==> src/rtl/ddo_pkg.sv <==
// ============================================================================
// ddo_pkg: shared types and constants for the odometry unit
// Payload structs, microcode word format and program, cordic arctangent table.
// ============================================================================
`default_nettype none

package ddo_pkg;

    // ------------------------------------------------------------------ payload
    typedef struct packed {
        logic signed [31:0] left_count;
        logic signed [31:0] right_count;
    } t_in_item;

    typedef struct packed {
        logic signed [31:0] pos_x_out;
        logic signed [31:0] pos_y_out;
        logic        [31:0] heading_out;
    } t_out_item;

    // ------------------------------------------------------------ configuration
    localparam int CFG_IDX_W = 3;
    localparam logic [CFG_IDX_W-1:0] CFG_INIT_X       = 3'd0;
    localparam logic [CFG_IDX_W-1:0] CFG_INIT_Y       = 3'd1;
    localparam logic [CFG_IDX_W-1:0] CFG_INIT_HEADING = 3'd2;
    localparam logic [CFG_IDX_W-1:0] CFG_LIN_GAIN     = 3'd3;
    localparam logic [CFG_IDX_W-1:0] CFG_ANG_GAIN     = 3'd4;

    localparam logic [31:0] LIN_GAIN_RST = 32'd733284;
    localparam logic [31:0] ANG_GAIN_RST = 32'd1074136;

    // ------------------------------------------------------------------- cordic
    localparam int CORD_W        = 33;
    localparam int ITER_W        = 5;
    localparam int CORDIC_ITERS  = 30;
    localparam int CORDIC_FRAC   = 30;
    localparam int CORDIC_K      = 652032874;

    localparam logic [1:0] QUAD_E = 2'd0;
    localparam logic [1:0] QUAD_N = 2'd1;
    localparam logic [1:0] QUAD_W = 2'd2;
    localparam logic [1:0] QUAD_S = 2'd3;

    typedef struct packed {
        logic start;
        logic step;
    } t_cordic_ctl;

    function automatic logic [29:0] atan_lut(input logic [ITER_W-1:0] idx);
        logic [29:0] v;
        case (idx)
            5'd0:    v = 30'h20000000;
            5'd1:    v = 30'h12E4051E;
            5'd2:    v = 30'h09FB385B;
            5'd3:    v = 30'h051111D4;
            5'd4:    v = 30'h028B0D43;
            5'd5:    v = 30'h0145D7E1;
            5'd6:    v = 30'h00A2F61E;
            5'd7:    v = 30'h00517C55;
            5'd8:    v = 30'h0028BE53;
            5'd9:    v = 30'h00145F2F;
            5'd10:   v = 30'h000A2F98;
            5'd11:   v = 30'h000517CC;
            5'd12:   v = 30'h00028BE6;
            5'd13:   v = 30'h000145F3;
            5'd14:   v = 30'h0000A2FA;
            5'd15:   v = 30'h0000517D;
            5'd16:   v = 30'h000028BE;
            5'd17:   v = 30'h0000145F;
            5'd18:   v = 30'h00000A30;
            5'd19:   v = 30'h00000518;
            5'd20:   v = 30'h0000028C;
            5'd21:   v = 30'h00000146;
            5'd22:   v = 30'h000000A3;
            5'd23:   v = 30'h00000051;
            5'd24:   v = 30'h00000029;
            5'd25:   v = 30'h00000014;
            5'd26:   v = 30'h0000000A;
            5'd27:   v = 30'h00000005;
            5'd28:   v = 30'h00000003;
            5'd29:   v = 30'h00000001;
            default: v = 30'h00000000;
        endcase
        return v;
    endfunction

    // ---------------------------------------------------------- multiply unit
    localparam int ACC_W   = 66;
    localparam int MAC_A_W = 33;
    localparam int MAC_B_W = 39;
    localparam int DIG_W   = 16;
    localparam int MAC_K_W = 2;

    typedef struct packed {
        logic load;
        logic step;
    } t_mac_ctl;

    // --------------------------------------------------------------- microcode
    localparam int PC_W = 4;

    typedef enum logic [3:0] {
        OP_NOP,
        OP_LOAD,
        OP_CORDIC,
        OP_TRIG,
        OP_MLD_DIST,
        OP_MLD_X,
        OP_MLD_Y,
        OP_MLD_TURN,
        OP_MUL,
        OP_DIST,
        OP_XUPD,
        OP_YUPD,
        OP_OUT
    } t_op;

    typedef enum logic [2:0] {
        C_NEVER,
        C_ALWAYS,
        C_NO_IN,
        C_CORDIC_MORE,
        C_MUL_MORE,
        C_OUT_BUSY
    } t_cond;

    typedef struct packed {
        t_op              op;
        t_cond            cond;
        logic [PC_W-1:0]  target;
    } t_uword;

    localparam logic [PC_W-1:0] A_IDLE     = 4'd0;
    localparam logic [PC_W-1:0] A_CORDIC   = 4'd1;
    localparam logic [PC_W-1:0] A_TRIG     = 4'd2;
    localparam logic [PC_W-1:0] A_MLD_DIST = 4'd3;
    localparam logic [PC_W-1:0] A_MUL_DIST = 4'd4;
    localparam logic [PC_W-1:0] A_DIST     = 4'd5;
    localparam logic [PC_W-1:0] A_MLD_X    = 4'd6;
    localparam logic [PC_W-1:0] A_MUL_X    = 4'd7;
    localparam logic [PC_W-1:0] A_XUPD     = 4'd8;
    localparam logic [PC_W-1:0] A_MLD_Y    = 4'd9;
    localparam logic [PC_W-1:0] A_MUL_Y    = 4'd10;
    localparam logic [PC_W-1:0] A_YUPD     = 4'd11;
    localparam logic [PC_W-1:0] A_MLD_TURN = 4'd12;
    localparam logic [PC_W-1:0] A_MUL_TURN = 4'd13;
    localparam logic [PC_W-1:0] A_OUT      = 4'd14;
    localparam logic [PC_W-1:0] A_RETURN   = 4'd15;

    // a true condition jumps to target, otherwise fall through to the next step
    function automatic t_uword ucode(input logic [PC_W-1:0] pc);
        t_uword w;
        case (pc)
            A_IDLE:     w = '{op: OP_LOAD,     cond: C_NO_IN,       target: A_IDLE};
            A_CORDIC:   w = '{op: OP_CORDIC,   cond: C_CORDIC_MORE, target: A_CORDIC};
            A_TRIG:     w = '{op: OP_TRIG,     cond: C_NEVER,       target: A_IDLE};
            A_MLD_DIST: w = '{op: OP_MLD_DIST, cond: C_NEVER,       target: A_IDLE};
            A_MUL_DIST: w = '{op: OP_MUL,      cond: C_MUL_MORE,    target: A_MUL_DIST};
            A_DIST:     w = '{op: OP_DIST,     cond: C_NEVER,       target: A_IDLE};
            A_MLD_X:    w = '{op: OP_MLD_X,    cond: C_NEVER,       target: A_IDLE};
            A_MUL_X:    w = '{op: OP_MUL,      cond: C_MUL_MORE,    target: A_MUL_X};
            A_XUPD:     w = '{op: OP_XUPD,     cond: C_NEVER,       target: A_IDLE};
            A_MLD_Y:    w = '{op: OP_MLD_Y,    cond: C_NEVER,       target: A_IDLE};
            A_MUL_Y:    w = '{op: OP_MUL,      cond: C_MUL_MORE,    target: A_MUL_Y};
            A_YUPD:     w = '{op: OP_YUPD,     cond: C_NEVER,       target: A_IDLE};
            A_MLD_TURN: w = '{op: OP_MLD_TURN, cond: C_NEVER,       target: A_IDLE};
            A_MUL_TURN: w = '{op: OP_MUL,      cond: C_MUL_MORE,    target: A_MUL_TURN};
            A_OUT:      w = '{op: OP_OUT,      cond: C_OUT_BUSY,    target: A_OUT};
            A_RETURN:   w = '{op: OP_NOP,      cond: C_ALWAYS,      target: A_IDLE};
            default:    w = '{op: OP_NOP,      cond: C_ALWAYS,      target: A_IDLE};
        endcase
        return w;
    endfunction

endpackage

`default_nettype wire

==> src/rtl/ddo_cordic.sv <==
// ============================================================================
// ddo_cordic: iterative rotation cordic
// One micro-rotation per step; folds the angle to +-45 degrees plus a quadrant.
// ============================================================================
`default_nettype none

module ddo_cordic import ddo_pkg::*; (
    input  logic                     i_clk,
    input  t_cordic_ctl              i_ctl,
    input  logic [31:0]              i_angle,
    output logic signed [CORD_W-1:0] o_x,
    output logic signed [CORD_W-1:0] o_y,
    output logic [1:0]               o_quad,
    output logic                     o_last
);

    logic signed [CORD_W-1:0] r_x, r_y, r_z;
    logic signed [CORD_W-1:0] n_x, n_y, n_z;
    logic signed [CORD_W-1:0] xs, ys, atan_w;
    logic [ITER_W-1:0]        r_i;
    logic [1:0]               r_q;
    logic [31:0]              ang_biased, ang_fold;

    always_comb begin
        ang_biased = i_angle + 32'h2000_0000;
        ang_fold   = i_angle - {ang_biased[31:30], 30'd0};
        xs         = r_x >>> r_i;
        ys         = r_y >>> r_i;
        atan_w     = $signed({{(CORD_W-30){1'b0}}, atan_lut(r_i)});
        if (!r_z[CORD_W-1]) begin
            n_x = r_x - ys;
            n_y = r_y + xs;
            n_z = r_z - atan_w;
        end else begin
            n_x = r_x + ys;
            n_y = r_y - xs;
            n_z = r_z + atan_w;
        end
    end

    always_ff @(posedge i_clk) begin
        if (i_ctl.start) begin
            r_x <= CORD_W'(CORDIC_K);
            r_y <= '0;
            r_z <= $signed({{(CORD_W-32){ang_fold[31]}}, ang_fold});
            r_q <= ang_biased[31:30];
            r_i <= '0;
        end else if (i_ctl.step) begin
            r_x <= n_x;
            r_y <= n_y;
            r_z <= n_z;
            r_i <= r_i + 1'b1;
        end
    end

    assign o_x    = r_x;
    assign o_y    = r_y;
    assign o_quad = r_q;
    assign o_last = (r_i == ITER_W'(CORDIC_ITERS - 1));

endmodule

`default_nettype wire

==> src/rtl/ddo_mac.sv <==
// ============================================================================
// ddo_mac: digit-serial multiply-accumulate
// 16-bit digit of operand a times operand b per step, shifted into the sum.
// ============================================================================
`default_nettype none

module ddo_mac import ddo_pkg::*; (
    input  logic               i_clk,
    input  t_mac_ctl           i_ctl,
    input  logic [ACC_W-1:0]   i_acc_init,
    input  logic [MAC_A_W-1:0] i_a_init,
    input  logic [MAC_B_W-1:0] i_b_init,
    output logic [ACC_W-1:0]   o_acc,
    output logic               o_more
);

    logic [ACC_W-1:0]         r_acc;
    logic [MAC_A_W-1:0]       r_a;
    logic [MAC_B_W-1:0]       r_b;
    logic [MAC_K_W-1:0]       r_k;
    logic [DIG_W+MAC_B_W-1:0] prod;
    logic [ACC_W-1:0]         term;

    assign prod = r_a[DIG_W-1:0] * r_b;
    assign term = ACC_W'(prod) << (r_k * 6'(DIG_W));

    always_ff @(posedge i_clk) begin
        if (i_ctl.load) begin
            r_acc <= i_acc_init;
            r_a   <= i_a_init;
            r_b   <= i_b_init;
            r_k   <= '0;
        end else if (i_ctl.step) begin
            r_acc <= r_acc + term;
            r_a   <= r_a >> DIG_W;
            r_k   <= r_k + 1'b1;
        end
    end

    assign o_acc  = r_acc;
    // digits left beyond the one consumed this step
    assign o_more = (r_a[MAC_A_W-1:DIG_W] != '0);

endmodule

`default_nettype wire

==> src/rtl/differential_drive_odometry_unit.sv <==
// ============================================================================
// differential_drive_odometry_unit: wheel encoder dead reckoning
// Tracks a planar pose (x, y, heading) from absolute left/right encoder counts.
// ============================================================================
// Each input transfer carries absolute left and right encoder counts; the unit
// takes wrapped deltas against the previous counts, forms distance
// lin_gain*(dL-dR) (right wheel mirrored) and turn ang_gain*(dL+dR), advances
// x/y (Q16.16 m, saturating) along cosine/sine of the old heading and subtracts
// the turn from the heading (binary angle, 2^32 per circle). One result
// transfer per input transfer. With the receiver ready the sequencer runs
// 30 cordic iterations and then 13 fixed steps at the default trig
// precision (trig rounding, four multiplier loads, four 16-bit digit passes,
// distance clamp, x and y updates, result load). One more digit pass is added
// when |dL-dR| needs more than 16 bits, when the wrapped 32-bit dL+dR does,
// and when a trig magnitude is exactly one (never both cosine and sine). A
// return step follows the result load, so a new item is taken only after the
// last one is finished; a stalled receiver holds the sequencer at the result
// step. Input stall is low only when the sequencer sits at its idle step; a
// finished result waits in the output register while the next item is taken.
// Configuration writes are taken while idle; writing init_x, init_y or
// init_heading also presets the matching pose value.
`default_nettype none

module differential_drive_odometry_unit import ddo_pkg::*; #(
    parameter int TRIG_BITS = 16
) (
    input  logic                 i_clk,
    input  logic                 i_rst_n,
    // input item channel
    input  logic                 i_in_valid,
    output logic                 o_in_stall,
    input  t_in_item             i_in_data,
    // result channel
    output logic                 o_out_valid,
    input  logic                 i_out_stall,
    output t_out_item            o_out_data,
    // configuration write channel
    input  logic                 i_cfg_valid,
    output logic                 o_cfg_ready,
    input  logic [CFG_IDX_W-1:0] i_cfg_index,
    input  logic [31:0]          i_cfg_data
);

    // trig magnitude width and rounding constants follow the trig precision
    localparam int TM_W   = TRIG_BITS + 1;
    localparam int RND_SH = CORDIC_FRAC - TRIG_BITS;
    localparam logic signed [CORD_W:0] TRIG_BIAS =
        (CORD_W+1)'(1) << (CORDIC_FRAC - 1 - TRIG_BITS);
    localparam logic signed [CORD_W:0] TRIG_LIM = (CORD_W+1)'(1) << TRIG_BITS;
    localparam logic [ACC_W-1:0] DIST_BIAS = ACC_W'(1) << 15;
    localparam logic [ACC_W-1:0] STEP_BIAS = ACC_W'(1) << (TRIG_BITS - 1);

    // round cordic output to TRIG_BITS fraction bits, clamp to +-1.0
    function automatic logic signed [CORD_W:0] trig_round(
        input logic signed [CORD_W-1:0] v
    );
        logic signed [CORD_W:0] w;
        logic signed [CORD_W:0] r;
        w = $signed({v[CORD_W-1], v}) + TRIG_BIAS;
        r = w >>> RND_SH;
        if (r > TRIG_LIM) begin
            r = TRIG_LIM;
        end else if (r < -TRIG_LIM) begin
            r = -TRIG_LIM;
        end
        return r;
    endfunction

    // add or subtract the rounded step and saturate to 32-bit signed
    function automatic logic [31:0] pos_advance(
        input logic [31:0]      pos,
        input logic [ACC_W-1:0] acc,
        input logic             neg
    );
        logic signed [ACC_W:0] p;
        logic signed [ACC_W:0] st;
        logic signed [ACC_W:0] r;
        logic [31:0]           res;
        p  = $signed({{(ACC_W-31){pos[31]}}, pos});
        st = $signed({1'b0, acc >> TRIG_BITS});
        r  = neg ? (p - st) : (p + st);
        if ((&r[ACC_W:31]) || !(|r[ACC_W:31])) begin
            res = r[31:0];
        end else if (r[ACC_W]) begin
            res = 32'h8000_0000;
        end else begin
            res = 32'h7FFF_FFFF;
        end
        return res;
    endfunction

    // sequencer
    logic [PC_W-1:0] r_pc, n_pc;
    t_uword          uw;
    logic            cond_true;
    logic            in_xfer, cfg_xfer, out_busy, out_load;

    // architectural state
    logic [31:0] r_prev_left, r_prev_right;
    logic [31:0] r_pos_x, r_pos_y, r_heading;
    logic [31:0] r_lin_gain, r_ang_gain;

    // per-item scratch
    logic [MAC_A_W-1:0] r_mag;
    logic               r_dneg;
    logic [31:0]        r_sum;
    logic [MAC_B_W-1:0] r_d;
    logic [TM_W-1:0]    r_cmag, r_smag;
    logic               r_cneg, r_sneg;

    // output register
    logic      r_out_valid;
    t_out_item r_out;

    // delta datapath
    logic [31:0]        in_left, in_right, dl, dr;
    logic [MAC_A_W-1:0] diff;

    // trig fold
    logic signed [CORD_W-1:0] cx, sy;
    logic signed [CORD_W:0]   c_r, s_r, c_abs, s_abs;

    // submodule links
    t_cordic_ctl              cord_ctl;
    logic signed [CORD_W-1:0] cord_x, cord_y;
    logic [1:0]               cord_q;
    logic                     cord_last;
    t_mac_ctl                 mac_ctl;
    logic [ACC_W-1:0]         mac_acc_init, mac_acc;
    logic [MAC_A_W-1:0]       mac_a_init;
    logic [MAC_B_W-1:0]       mac_b_init;
    logic                     mac_more;
    logic [31:0]              new_heading;

    // ---------------------------------------------------------------- control
    assign uw       = ucode(r_pc);
    assign in_xfer  = i_in_valid && (r_pc == A_IDLE);
    assign cfg_xfer = i_cfg_valid && o_cfg_ready;
    assign out_busy = r_out_valid && i_out_stall;
    assign out_load = (uw.op == OP_OUT) && !out_busy;

    always_comb begin
        case (uw.cond)
            C_NEVER:       cond_true = 1'b0;
            C_ALWAYS:      cond_true = 1'b1;
            C_NO_IN:       cond_true = !in_xfer;
            C_CORDIC_MORE: cond_true = !cord_last;
            C_MUL_MORE:    cond_true = mac_more;
            C_OUT_BUSY:    cond_true = out_busy;
            default:       cond_true = 1'b0;
        endcase
        n_pc = cond_true ? uw.target : r_pc + 1'b1;
    end

    assign o_in_stall  = (r_pc != A_IDLE);
    assign o_cfg_ready = (r_pc == A_IDLE);

    // ----------------------------------------------------------- count deltas
    assign in_left  = i_in_data.left_count;
    assign in_right = i_in_data.right_count;
    assign dl       = in_left - r_prev_left;
    assign dr       = in_right - r_prev_right;
    // distance sign from the 33-bit signed difference
    assign diff     = {dl[31], dl} - {dr[31], dr};

    // --------------------------------------------------------------- cordic
    assign cord_ctl.start = in_xfer;
    assign cord_ctl.step  = (uw.op == OP_CORDIC);

    ddo_cordic u_cordic (
        .i_clk   (i_clk),
        .i_ctl   (cord_ctl),
        .i_angle (r_heading),
        .o_x     (cord_x),
        .o_y     (cord_y),
        .o_quad  (cord_q),
        .o_last  (cord_last)
    );

    // unfold the quadrant, then round to trig precision
    always_comb begin
        case (cord_q)
            QUAD_E: begin
                cx = cord_x;
                sy = cord_y;
            end
            QUAD_N: begin
                cx = -cord_y;
                sy = cord_x;
            end
            QUAD_W: begin
                cx = -cord_x;
                sy = -cord_y;
            end
            QUAD_S: begin
                cx = cord_y;
                sy = -cord_x;
            end
            default: begin
                cx = cord_x;
                sy = cord_y;
            end
        endcase
        c_r   = trig_round(cx);
        s_r   = trig_round(sy);
        c_abs = c_r[CORD_W] ? -c_r : c_r;
        s_abs = s_r[CORD_W] ? -s_r : s_r;
    end

    // ------------------------------------------------------------ multiplier
    always_comb begin
        mac_ctl.load = 1'b0;
        mac_ctl.step = (uw.op == OP_MUL);
        mac_acc_init = '0;
        mac_a_init   = r_mag;
        mac_b_init   = MAC_B_W'(r_lin_gain);
        case (uw.op)
            OP_MLD_DIST: begin
                mac_ctl.load = 1'b1;
                mac_acc_init = DIST_BIAS;
            end
            OP_MLD_X: begin
                mac_ctl.load = 1'b1;
                mac_acc_init = STEP_BIAS;
                mac_a_init   = MAC_A_W'(r_cmag);
                mac_b_init   = r_d;
            end
            OP_MLD_Y: begin
                mac_ctl.load = 1'b1;
                mac_acc_init = STEP_BIAS;
                mac_a_init   = MAC_A_W'(r_smag);
                mac_b_init   = r_d;
            end
            OP_MLD_TURN: begin
                mac_ctl.load = 1'b1;
                mac_a_init   = MAC_A_W'(r_sum);
                mac_b_init   = MAC_B_W'(r_ang_gain);
            end
            default: begin
                mac_ctl.load = 1'b0;
            end
        endcase
    end

    ddo_mac u_mac (
        .i_clk      (i_clk),
        .i_ctl      (mac_ctl),
        .i_acc_init (mac_acc_init),
        .i_a_init   (mac_a_init),
        .i_b_init   (mac_b_init),
        .o_acc      (mac_acc),
        .o_more     (mac_more)
    );

    // turn is taken modulo 2^32
    assign new_heading = r_heading - mac_acc[31:0];

    // ------------------------------------------------- state with reset value
    always_ff @(posedge i_clk) begin
        if (!i_rst_n) begin
            r_pc         <= A_IDLE;
            r_out_valid  <= 1'b0;
            r_prev_left  <= '0;
            r_prev_right <= '0;
            r_pos_x      <= '0;
            r_pos_y      <= '0;
            r_heading    <= '0;
            r_lin_gain   <= LIN_GAIN_RST;
            r_ang_gain   <= ANG_GAIN_RST;
        end else begin
            r_pc <= n_pc;

            if (out_load) begin
                r_out_valid <= 1'b1;
            end else if (!i_out_stall) begin
                r_out_valid <= 1'b0;
            end

            if (in_xfer) begin
                r_prev_left  <= in_left;
                r_prev_right <= in_right;
            end
            if (uw.op == OP_XUPD) begin
                r_pos_x <= pos_advance(r_pos_x, mac_acc, r_dneg ^ r_cneg);
            end
            if (uw.op == OP_YUPD) begin
                r_pos_y <= pos_advance(r_pos_y, mac_acc, r_dneg ^ r_sneg);
            end
            if (out_load) begin
                r_heading <= new_heading;
            end

            // init writes also preset the pose
            if (cfg_xfer) begin
                case (i_cfg_index)
                    CFG_INIT_X:       r_pos_x    <= i_cfg_data;
                    CFG_INIT_Y:       r_pos_y    <= i_cfg_data;
                    CFG_INIT_HEADING: r_heading  <= i_cfg_data;
                    CFG_LIN_GAIN:     r_lin_gain <= i_cfg_data;
                    CFG_ANG_GAIN:     r_ang_gain <= i_cfg_data;
                    default:          r_lin_gain <= r_lin_gain;
                endcase
            end
        end
    end

    // ------------------------------------------------------- per-item scratch
    always_ff @(posedge i_clk) begin
        if (in_xfer) begin
            r_mag  <= diff[MAC_A_W-1] ? (MAC_A_W'(0) - diff) : diff;
            r_dneg <= diff[MAC_A_W-1];
            r_sum  <= dl + dr;
        end
        if (uw.op == OP_TRIG) begin
            r_cmag <= TM_W'(c_abs);
            r_cneg <= c_r[CORD_W];
            r_smag <= TM_W'(s_abs);
            r_sneg <= s_r[CORD_W];
        end
        // clamp distance to 2^39-1 before the trig multiply
        if (uw.op == OP_DIST) begin
            if (|mac_acc[ACC_W-1:16+MAC_B_W]) begin
                r_d <= '1;
            end else begin
                r_d <= mac_acc[16+MAC_B_W-1:16];
            end
        end
        if (out_load) begin
            r_out.pos_x_out   <= r_pos_x;
            r_out.pos_y_out   <= r_pos_y;
            r_out.heading_out <= new_heading;
        end
    end

    assign o_out_valid = r_out_valid;
    assign o_out_data  = r_out;

    // ------------------------------------------------------------ assertions
    // an accepted item always enters the cordic loop next
    a_start_cordic: assert property (@(posedge i_clk) disable iff (!i_rst_n)
        in_xfer |=> (r_pc == A_CORDIC))
        else $error("item accepted without entering the cordic loop");

    // trig rounding only after the final cordic iteration
    a_trig_after_last: assert property (@(posedge i_clk) disable iff (!i_rst_n)
        (r_pc == A_TRIG) |-> ($past(r_pc) == A_CORDIC && $past(cord_last)))
        else $error("trig step reached before cordic finished");

    // a loaded result shows the updated heading
    a_out_heading: assert property (@(posedge i_clk) disable iff (!i_rst_n)
        out_load |=> (o_out_valid && o_out_data.heading_out == r_heading))
        else $error("result heading differs from pose heading");

endmodule

`default_nettype wire

==> config.mk <==
export PLATFORM = sky130hd
export DESIGN_NAME = differential_drive_odometry_unit
export DESIGN_NICKNAME = d
export VERILOG_FILES = /design/src/rtl/ddo_pkg.sv /design/src/rtl/ddo_cordic.sv /design/src/rtl/ddo_mac.sv /design/src/rtl/differential_drive_odometry_unit.sv
export SDC_FILE = /design/constraint.sdc
export NUM_CORES = 2
export LEC_CHECK = 0
export BUFFER_PORTS_ARGS = -buffer_cell sky130_fd_sc_hd__buf_2
export CAP_MARGIN = 20
export CELL_PAD_IN_SITES_DETAIL_PLACEMENT = 2
export CELL_PAD_IN_SITES_GLOBAL_PLACEMENT = 2
export CORE_MARGIN = 2
export CORE_UTILIZATION = 44
export DETAILED_ROUTE_END_ITERATION = 10
export GPL_ROUTABILITY_DRIVEN = 0
export MAX_ROUTING_LAYER = met4
export PLACE_DENSITY_LB_ADDON = 0.1
export SYNTH_ARGS = -nofsm -noshare
export SYNTH_HDL_FRONTEND = slang
export SYNTH_SLANG_ARGS = --single-unit
==> constraint.sdc <==
create_clock -name i_clk -period 24.9 [get_ports i_clk]
set_input_delay 7.47 -clock i_clk [delete_from_list [all_inputs] [get_ports i_clk]]
set_output_delay 7.47 -clock i_clk [all_outputs]
set_load 0.01 [all_outputs]
==> flow_summary.toml <==
[placement]
portBuffers = 202
place_ws_ps = 9059
dpl.hpwl_mm = 245.0

[clock_network]
cts_buffers = 96
cts_tree = "built"
clkTransAtPathRegs_ps = 60
clock_latency_ps = 790
hold_buffers = 0
clk_path_buf_depth = 3
htreeDepth = 3
post_cts_buffers = 0
cts.repair.resized = 0
root_buffer = "clkbuf_16"
clkSinkCount = 752

[final_layout]
area_growth_pct = 7.743
final_net_count = 10850
fin_util = 0.4758
multi_input_area_mm2 = 0.05744
fillers = 20530
drive_gt1_frac = 0.07549
seqCellArea_mm2 = 0.01915

[critical_path]
crit_type = "input port to flip-flop"
cp-end-kind = "flip-flop"
crit_required_ps = 25410
critPathLaunchType = "input port"
arrival_ps = 15860
cp_max_fo = 20

[drt]
post-route-drc-count = 0
wirelength_mm = 325.6
ant_nets = 0
routedWlPerCell_um = 26.67
vias = 74230
first_pass_iters = 5
drtIter0Drc = 4414
vias_per_cell = 6.080

[synthesis]
yosysUniqueCellTypes = 111
synth_area_mm2 = 0.08172
async_flop_share = 0
ys_warn_count = 0
ys_ff_latch = 752
avgSynthCellArea_um2 = 8.399
ys.flop_type = "edfxtp_1"
synth_edf_count = 409
syn_nets = 10940
yosysSeqAreaShare = 0.2343
synthCells = 9729

[grt]
first_global_vias = 83020
grt_max_degree = 102
groute.usage.overall = 0.3474
overflow = 0
grt_pass1_wl_mm = 501.7
antenna_found_initial = 6

[timing]
setup_tns_ps = 0
fin_crit_ps = 15350
period_share = 0.6164
drv_slew = 0
slew_headroom = 0.1557
rsz0062_at_grt = "false"
fmax_mhz = 65.15
tightest_slew_ps = 1253
clock_skew_ps = 49.24
fin_ws_ps = 9551
hold_viol_final = 0
setup_viol = 0

[die]
start_util = 0.4416
rows = 158
io_pins = 203
core-area_mm2 = 0.1850
fp.dieW_um = 435.0
dieArea_mm2 = 0.1892
die-height_um = 435.0

[min_path]
min-delay-path-class = "flip-flop to flip-flop"

[run]
drv_cap = 0

[outcome]
status = "finished clean"
-- layout make-up --
class / count / share of cell area
Antenna cell: 6 / 0.0001705
Clock buffer: 120 / 0.02936
Clock inverter: 58 / 0.006366
Inverter: 876 / 0.03754
Multi-Input combinational cell: 7609 / 0.6523
Sequential cell: 752 / 0.2176
Tap cell: 2480 / 0.03524
Timing Repair Buffer: 308 / 0.02143
-- cell usage after synthesis (19+ instances only) --
cell type	count	area [um2]
nor2_1	688	2582
nor2b_1	73	456.7
a211oi_1	60	450.4
buf_1	42	157.7
and3_1	113	706.9
nand3b_1	19	142.6
a31oi_1	85	531.8
o211ai_1	58	435.4
or2_2	45	281.5
mux2_2	39	439.2
nand4_1	46	287.8
clkbuf_1	412	1546
a21o_1	178	1336
fa_1	527	10550
a22oi_1	30	225.2
and2_1	287	1795
o21a_1	78	585.6
o22ai_1	21	131.4
inv_1	869	3262
o41ai_1	33	289.0
o21ai_0	425	2127
o31ai_1	48	360.4
a221oi_1	35	306.5
a21oi_1	688	3443
or3_1	67	419.2
nand2_1	1445	5424
nand2b_1	135	844.6
nand3_1	179	895.9
o21bai_1	84	630.6
a211o_1	20	175.2
a311oi_1	37	324.1
dfxtp_1	343	6867
nor3_1	202	1011
nor3b_1	29	217.7
mux2i_1	119	1191
ha_1	575	7194
mux4_2	104	2342
edfxtp_1	409	12280
nor4_1	44	275.3
xnor2_1	437	3827
xor2_1	262	2295
-- through the flow --
step / instances / hold slack, ps / cell area, um2
after global placement: 12020 / 441.3 / 84780
final: 12210 / 456.6 / 88050
after detailed placement: 12020 / 452.1 / 84780
after floorplan: 9729 / 408.2 / 81720
after CTS: 12200 / 460.1 / 87930
after global routing: 12210 / 480.1 / 88040
-- flip-flops by register name, indices dropped and copies added (netlist names), 33 cells and up --
name,cells
o_out_data,96
u_mac.o_acc,66
r_d,39
u_mac.r_b,39
u_cordic.o_x,33
u_cordic.o_y,33
u_cordic.r_z,33
u_mac.r_a,33
-- cell families (layout without fill, tap and decap cells) --
family | count (synthesis) | count (layout) | share of synthesized area
simple gates | 3459 | 3459 | 0.1976
fa+ha+maj | 1102 | 1102 | 0.2171
mux | 263 | 263 | 0.04880
xor+xnor | 700 | 700 | 0.07512
buf+inv | 1368 | 1362 | 0.06451
other cells | 0 | 6 | 0
flops | 752 | 752 | 0.2343
compound gates | 2085 | 2085 | 0.1626
-- per-layer routing --
metal / wire, um / vias up / track usage
met3: 11470 / 741 / 0.03364
met5: 0 / - / -
met2: 168000 / 1686 / 0.6180
li1: - / 33220 / -
met1: 128800 / 38580 / 0.3931
met4: 17290 / 0 / 0.1588
-- critical path, cell delays in order --
cell and delay [ps]:
buf_2 130, ha_1 300, nor2b_1 130, o21ai_0 190
a21boi_0 230, o2111ai_1 240, a21boi_0 150, o41ai_1 630
o21ai_0 380, o41a_1 440, a41o_1 280, o41ai_1 700
xnor2_1 210, ha_1 450, inv_1 150, a21oi_1 90
nor2_1 150, or2_2 150, nor3_1 50, a221oi_1 610
a311o_1 310, o311ai_0 270, o211ai_1 280, o21a_1 780
inv_1 620, o31a_1 270, xor2_1 150
-- cell usage in the layout, fill, tap and decap left out, types with 100 or more instances in the layout --
cell,n
nor2_1,682
and2_1,286
edfxtp_1,409
mux2i_1,119
nand2_1,1444
and3_1,113
xnor2_1,435
ha_1,575
a21oi_1,688
buf_4,100
inv_1,866
nand2b_1,134
nor3_1,198
a21o_1,178
buf_2,202
nand3_1,178
mux4_2,104
fa_1,527
dfxtp_1,340
xor2_1,260
o21ai_0,424
-- path summary, 6_finish.rpt --
check | start | endpoint | slack, ps | cells after the start
hold reg to reg | r_prev_left[16]$_SDFFE_PN0P_ | r_prev_left[16]$_SDFFE_PN0P_ | 460 | 2
hold / removal | r_prev_left[16]$_SDFFE_PN0P_ | r_prev_left[16]$_SDFFE_PN0P_ | 460 | 2
setup reg to reg | u_mac.r_b[10]$_DFFE_PN_ | u_mac.o_acc[60]$_SDFFCE_PN0P_ | 12740 | 38
setup / recovery | i_in_data[1] | r_mag[20]$_DFFE_PP_ | 9550 | 27
Power is not shown: default switching activity piles up to over one toggle a cycle in this logic, so the estimate is an artifact.
